<file path="src/rtl/core/iapsp_pkg.sv">
package iapsp_pkg;

  // field widths
  localparam int NODE_W   = 7;
  localparam int WEIGHT_W = 20;
  localparam int COST_W   = 32;
  localparam int CFG_W    = 8;

  // defaults and fixed values
  localparam int                MAX_NODES_DEF  = 128;
  localparam logic [COST_W-1:0] DIST_INF       = 32'hFFFF_FFFF;
  localparam logic [CFG_W-1:0]  NODE_COUNT_RST = 8'd128;

  // request commands
  localparam logic CMD_QUERY = 1'b0;
  localparam logic CMD_ADD   = 1'b1;

  typedef struct packed {
    logic                command;
    logic [NODE_W-1:0]   first_node;
    logic [NODE_W-1:0]   second_node;
    logic [WEIGHT_W-1:0] edge_weight;
  } req_t;

  typedef struct packed {
    logic              reachable;
    logic [COST_W-1:0] path_cost;
  } rsp_t;

  // controller to datapath
  typedef struct packed {
    logic latch;
    logic clear_wr;
    logic rd_cd;
    logic rd_dc;
    logic cap_cd;
    logic wr_cd;
    logic wr_dc;
    logic copy_c;
    logic copy_d;
    logic row_rd;
    logic row_calc;
    logic sweep;
    logic respond;
  } dp_cmd_t;

  // datapath to controller
  typedef struct packed {
    logic clear_done;
    logic in_range;
    logic j_last;
    logic k_last;
    logic pipe_idle;
  } dp_sts_t;

  // add that sticks at infinity
  function automatic logic [COST_W-1:0] sat_add(input logic [COST_W-1:0] a,
                                                input logic [COST_W-1:0] b);
    logic [COST_W:0] s;
    s = {1'b0, a} + {1'b0, b};
    if (a >= DIST_INF || b >= DIST_INF || s >= {1'b0, DIST_INF}) begin
      sat_add = DIST_INF;
    end else begin
      sat_add = s[COST_W-1:0];
    end
  endfunction

endpackage

</file>
<file path="src/rtl/core/iapsp_ctrl.sv">
module iapsp_ctrl import iapsp_pkg::*; (
  input  logic    clk,
  input  logic    rst,
  input  logic    start,
  input  logic    command,
  input  dp_sts_t sts,
  output dp_cmd_t cmd,
  output logic    busy
);

  typedef enum logic [14:0] {
    S_CLEAR   = 15'b000000000000001,
    S_IDLE    = 15'b000000000000010,
    S_QREAD   = 15'b000000000000100,
    S_QRESP   = 15'b000000000001000,
    S_EREAD1  = 15'b000000000010000,
    S_EREAD2  = 15'b000000000100000,
    S_EWR1    = 15'b000000001000000,
    S_EWR2    = 15'b000000010000000,
    S_COPYC   = 15'b000000100000000,
    S_COPYD   = 15'b000001000000000,
    S_PSETUP  = 15'b000010000000000,
    S_ROWRD   = 15'b000100000000000,
    S_ROWCALC = 15'b001000000000000,
    S_SWEEP   = 15'b010000000000000,
    S_DRAIN   = 15'b100000000000000
  } state_t;

  state_t state;
  state_t state_next;

  always_ff @(posedge clk) begin
    if (rst) begin
      state <= S_CLEAR;
    end else begin
      state <= state_next;
    end
  end

  // sequencing of the matrix work
  always_comb begin
    state_next = state;
    cmd        = '0;
    case (state)
      S_CLEAR: begin
        cmd.clear_wr = 1'b1;
        if (sts.clear_done) state_next = S_IDLE;
      end
      S_IDLE: begin
        if (start) begin
          cmd.latch  = 1'b1;
          state_next = (command == CMD_ADD) ? S_EREAD1 : S_QREAD;
        end
      end
      S_QREAD: begin
        cmd.rd_cd  = 1'b1;
        state_next = S_QRESP;
      end
      S_QRESP: begin
        cmd.respond = 1'b1;
        state_next  = S_IDLE;
      end
      S_EREAD1: begin
        if (!sts.in_range) begin
          state_next = S_IDLE;
        end else begin
          cmd.rd_cd  = 1'b1;
          state_next = S_EREAD2;
        end
      end
      S_EREAD2: begin
        cmd.rd_dc  = 1'b1;
        cmd.cap_cd = 1'b1;
        state_next = S_EWR1;
      end
      S_EWR1: begin
        cmd.wr_cd  = 1'b1;
        state_next = S_EWR2;
      end
      S_EWR2: begin
        cmd.wr_dc  = 1'b1;
        state_next = S_COPYC;
      end
      S_COPYC: begin
        cmd.copy_c = 1'b1;
        if (sts.j_last) state_next = S_COPYD;
      end
      S_COPYD: begin
        cmd.copy_d = 1'b1;
        if (sts.j_last) state_next = S_PSETUP;
      end
      S_PSETUP: begin
        state_next = S_ROWRD;
      end
      S_ROWRD: begin
        cmd.row_rd = 1'b1;
        state_next = S_ROWCALC;
      end
      S_ROWCALC: begin
        cmd.row_calc = 1'b1;
        state_next   = S_SWEEP;
      end
      S_SWEEP: begin
        cmd.sweep = 1'b1;
        if (sts.j_last) state_next = sts.k_last ? S_DRAIN : S_ROWRD;
      end
      S_DRAIN: begin
        if (sts.pipe_idle) state_next = S_IDLE;
      end
      default: begin
        state_next = S_IDLE;
      end
    endcase
  end

  assign busy = (state != S_IDLE);

endmodule
</file>
<file path="config.mk">
export PLATFORM = sky130hd
export DESIGN_NAME = iapsp_ctrl
export DESIGN_NICKNAME = d
export VERILOG_FILES = /design/src/rtl/core/iapsp_pkg.sv /design/src/rtl/core/iapsp_ctrl.sv
export SDC_FILE = /design/constraint.sdc
export NUM_CORES = 1
export LEC_CHECK = 0
export ABC_AREA = 1
export BUFFER_PORTS_ARGS = -buffer_cell sky130_fd_sc_hd__buf_2
export CAP_MARGIN = 20
export CORE_UTILIZATION = 34
export DETAILED_ROUTE_END_ITERATION = 6
export GPL_ROUTABILITY_DRIVEN = 1
export PLACE_DENSITY = 0.55
export SYNTH_ARGS = -nofsm -noshare
export SYNTH_HDL_FRONTEND = slang
export SYNTH_SLANG_ARGS = --single-unit
</file>
<file path="constraint.sdc">
create_clock -name clk -period 2.6 [get_ports clk]
set_input_delay 0.52 -clock clk [delete_from_list [all_inputs] [get_ports clk]]
set_output_delay 0.52 -clock clk [all_outputs]
set_load 0.02 [all_outputs]
</file>
==> results of run 1 <==
[cells in the mapped netlist]
master and number:
nor2_2 7, inv_1 37, a21oi_1 1, o21ai_0 2, buf_2 1, nand2_8 1, nand2_2 9, nor2_1 36
nor3_1 2, nor2_4 4, nor2_8 1, inv_4 1, nand2_1 33, nand3b_1 3, nand3_1 17, buf_4 1
nand2_4 3, nand3_4 1, a21oi_2 1, nor4_1 2, buf_6 1, dfxtp_1 15, nand4_1 1
[final timing paths]
path | to | slack (ps) | cells after the start
max | cmd[10] | 330 | 6
max reg2reg | state[3]$_SDFFE_PP0P_ | 920 | 10
min reg2reg | state[8]$_SDFFE_PP0P_ | 500 | 2
min | state[8]$_SDFFE_PP0P_ | 480 | 2
[through the flow]
step	hold WS, ps	setup WS (ps)
after floorplan	462	576
after global placement	482	729
after detailed placement	489	668
after CTS	457	312
after global routing	463	170
final	477	331
[cell type report]
class	instances	area, sq um	area share, %
Inverter	38	145	11.2
Tap cell	44	55.1	4.26
Multi-Input combinational cell	124	656	50.7
Sequential cell	15	300	23.2
Clock inverter	1	5.00	0.387
Timing Repair Buffer	22	110	8.51
Clock buffer	3	22.5	1.74
[metal layers]
layer,vias to the layer above,track usage [%]
met4,0,6.98
met3,4,4.37
li1,583,-
met5,-,0
met2,26,26.3
met1,468,20.9
[logic make-up after synthesis]
| family | count (synthesis) | share of synthesized area (%) |
|---|---|---|
| compound gates | 4 | 2.11 |
| flops | 15 | 26.7 |
| buf+inv | 41 | 15.0 |
| simple gates | 120 | 56.2 |
[power by group]
part	switching [mW]	total, mW	internal [mW]	leakage [nW]
combinational	0.213	0.305	0.0923	0.600
sequential	0.0147	0.260	0.246	0.122
clock	0.0813	0.139	0.0572	0.0177
==> impl_metrics.toml, run 1 <==
[outcome]
status = "complete, no violations"

[logic_synthesis]
postSynthCellCount = 180
ys_ff_latch = 15
yosys_warnings = 0
syn_nets = 189
ys_seq_area_share_pct = 26.7
synth_largest_area_cell = "dfxtp_1"
yosys.area.top_type_share_pct = 26.7
synth.distinct_cells = 23
synth.avg_cell_area_sq_um = 6.25
synth.area.top_cells = "dfxtp_1 27%, inv_1 12%, nor2_1 12%"
synth_area_sq_um = 1120

[global_route]
grt_overflow = 0
grt_pass1_vias = 968
grt_pass1_wl_mm = 4.31
antenna_found_initial = 0
grt_max_degree = 12
grt_usage_pct = 16.5

[route]
wl_met2_mm = 1.17
drt-pass1-iter-count = 4
totalWireLength_mm = 2.51
vias = 1081
drc = 0
maxUsedRoutingLayer = "met4"
via_per_inst = 4.38
m1WireLength_mm = 1.17
drtIter0Drc = 31
wl_per_cell_um = 10.1
ant_nets = 0
dr_wl_met3_um = 127

[placed_design]
dp_hpwl_mm = 2.04
gp_congestion = 0.840
placed_area_sq_um = 1270
placedCellCount = 243
numPortBuffers = 22

[timing]
clock_skew_ps = 5.09
setup_viol = 0
slew_headroom_pct = 73.1
hold_viol_final = 0
fmax_mhz = 441
rsz0062_at_grt = "false"
worst_pin_slew_ps = 403
period_needed_ps = 2270
slew_viol_final = 0
fin_tns_setup_ps = 0
min_period_over_period_pct = 87.3

[critical_path]
cp-start-kind = "flip-flop"
path_max_fanout = 11
crit_family = "simple AND/OR/NAND/NOR gates"
cpPeakStageDelay_ps = 350
arrival_ps = 1750
r2r_start = "state[8]$_SDFFE_PP0P_"
crit_path_end_kind = "primary output"
crit_buf_inv = 1
cpMaxStageDelayCell = "dfxtp_1"
path_cells = "nor2_2 > nand2_4 > nor2_4 > nand3_1 > o21ai_0 > buf_2"
crit_start = "state[8]$_SDFFE_PP0P_"
cp.required_ps = 2080
critical_path_class = "reg -> out"

[clock_network]
clk_pin_slew_worst_paths_ps = 100
holdBufCountCts = 0
h-tree-depth = 1
cts.sinks = 15
tritoncts = "done"
postCtsSetupBuffers = 0
insertion_delay_ps = 290
cts-resized-gates = 0
numCtsBuffers = 3
cts_buffer_depth = 2
cts_root_buffer = "clkbuf_4"

[final_layout]
utilization_pct = 41.7
layout_common_cells = "37 x inv_1, 36 x nor2_1, 33 x nand2_1, 22 x buf_2, 17 x nand3_1"
top_regs = "state (15)"
nets = 213
n_antenna_cell = 0
fin_area_sq_um = 1290
largest-register = "state"
fillers = 352
stdcell_count = 247
largest_reg_flops = 15
areaGrowthSynthToFinish_pct = 15.0
final_common_cell = "inv_1"
drive_gt1_share_pct = 26.6

[power]
power_density_nw_per_um2 = 544
ir_drop_v = 0.000275
power.leakage_nw = 0.739
finalPower_mw = 0.704

[die]
fp-row-count = 20
coreArea_sq_um = 3100
io_pins = 23
start_util_pct = 36.3
die_h_um = 59.5
die_w_um = 59.5
design.die.area_sq_um = 3540

[min_path]
min_path_type = "in -> reg"
hold_start = "rst"

[job]
maxCapViolCount = 0
Note: power is estimated with default switching activity, not from simulation.
==> inputs of run 2 (changes only) <==
CORE_UTILIZATION = 40   (was 34)
CTS_BUF_LIST = sky130_fd_sc_hd__clkbuf_8   (was default)
PLACE_DENSITY = default   (was 0.55)
PLACE_DENSITY_LB_ADDON = 0.12   (was default)
==> run 2 against run 1 <==
  * Worst setup slack improved by 83 ps
  * Power grew 7.4%
  * Sequential share of layout area stayed put
  * Critical path depth is the same
  * Non-clock buffer count did not move
==> impl_metrics.toml, run 2 (synthesis results as in run 1) <==
[timing]
min_period_over_period_pct = 84.1
fmax_mhz = 457
slew_viol_final = 0
period_needed_ps = 2190
setup_viol = 0
worst_pin_slew_ps = 415
rsz0062_at_grt = "false"
fin_tns_setup_ps = 0
clock_skew_ps = 5.44
hold_viol_final = 0
slew_headroom_pct = 72.3

[global_route]
grt_pass1_wl_mm = 4.08
grt_max_degree = 12
grt_usage_pct = 19.2
antenna_found_initial = 0
grt_overflow = 0
grt_pass1_vias = 994

[critical_path]
arrival_ps = 1670
path_max_fanout = 11
path_cells = "nor2_2 > nand2_4 > nor2_4 > nand3_1 > o21ai_0 > buf_2"
cp-start-kind = "flip-flop"
cpPeakStageDelay_ps = 330
critical_path_class = "reg -> out"
cpMaxStageDelayCell = "dfxtp_1"
cp.required_ps = 2080
crit_path_end_kind = "primary output"

[die]
die_w_um = 55.0
start_util_pct = 43.8
die_h_um = 55.0
coreArea_sq_um = 2570
design.die.area_sq_um = 3030
io_pins = 23
fp-row-count = 18

[final_layout]
areaGrowthSynthToFinish_pct = 15.0
utilization_pct = 50.4
largest_reg_flops = 15
drive_gt1_share_pct = 26.1
final_common_cell = "inv_1"
n_antenna_cell = 0
top_regs = "state (15)"
largest-register = "state"
fillers = 285
layout_common_cells = "38 x inv_1, 36 x nor2_1, 33 x nand2_1, 22 x buf_2, 17 x nand3_1"
nets = 213

[power]
power.leakage_nw = 0.748
power_density_nw_per_um2 = 585
ir_drop_v = 0.000329

[clock_network]
insertion_delay_ps = 250
tritoncts = "done"
cts.sinks = 15
clk_pin_slew_worst_paths_ps = 60
cts-resized-gates = 0
holdBufCountCts = 0
cts_buffer_depth = 2
h-tree-depth = 1
numCtsBuffers = 3
postCtsSetupBuffers = 0
cts_root_buffer = "clkbuf_8"

[placed_design]
dp_hpwl_mm = 2.01
gp_congestion = 0.837
numPortBuffers = 22

[route]
ant_nets = 0
via_per_inst = 4.69
totalWireLength_mm = 2.56
drc = 0
wl_per_cell_um = 11.0
drtIter0Drc = 29
drt-pass1-iter-count = 4
vias = 1093

[min_path]
min_path_type = "reg -> reg"

[job]
maxCapViolCount = 0

[outcome]
status = "complete, no violations"
==> run 2: changes by cell type in the layout (fill, tap and decap cells not counted), sizes merged <==
cell    previous run  this run
clkinv             1         0
inv               38        39
==> run 2: layout make-up <==
type | instances | area [sq um] | area share (%)
Sequential cell | 15 | 300 | 23.2
Inverter | 38 | 145 | 11.2
Timing Repair Buffer | 22 | 110 | 8.51
Clock inverter | 1 | 3.75 | 0.290
Tap cell | 30 | 37.5 | 2.90
Multi-Input combinational cell | 124 | 656 | 50.7
Clock buffer | 3 | 41.3 | 3.19
==> run 2: power by group <==
group	leakage [nW]	internal, mW	total, mW	switching [mW]
Clock	0.0269	0.104	0.187	0.0829
Combinational	0.600	0.0923	0.308	0.216
Sequential	0.122	0.246	0.261	0.0150
==> run 2: final timing paths <==
| check | start | end | slack [ps] | cells past startpoint |
|---|---|---|---|---|
| setup / recovery | state[8]$_SDFFE_PP0P_ | cmd[10] | 410 | 6 |
| hold / removal | state[8]$_SDFFE_PP0P_ | state[8]$_SDFFE_PP0P_ | 490 | 2 |
| setup reg to reg | state[8]$_SDFFE_PP0P_ | state[7]$_SDFFE_PP0P_ | 950 | 10 |
| hold reg to reg | state[8]$_SDFFE_PP0P_ | state[8]$_SDFFE_PP0P_ | 490 | 2 |
==> run 2: layer usage <==
layer  global-route usage [%]  vias up  share of wire (%)
li1                         -      580                  -
met1                     22.7      491                 47
met2                     34.7       20                 49
met3                     3.55        2                3.1
met4                     5.42        0               0.39
met5                        0        -                  0
==> run 2: worst max-delay path: cells and delay by family (launching register included) <==
kind | cells | cell delay [ps]
flip-flops | 1 | 330
AO/OA/AOI/OAI | 1 | 170
buffers and inverters | 1 | 190
AND/OR/NAND/NOR | 4 | 720
==> run 2: through the flow <==
stage | instance area [sq um] | instances | total power [mW] | setup slack [ps] | hold slack [ps]
detailed placement | 1250 | 229 | 0.575 | 689 | 486
global placement | 1250 | 229 | 0.570 | 737 | 478
CTS | 1290 | 233 | 0.767 | 412 | 496
finish | 1290 | 233 | 0.756 | 414 | 491
global route | 1290 | 233 | 0.811 | 228 | 520
floorplan | 1120 | 180 | 0.518 | 576 | 462
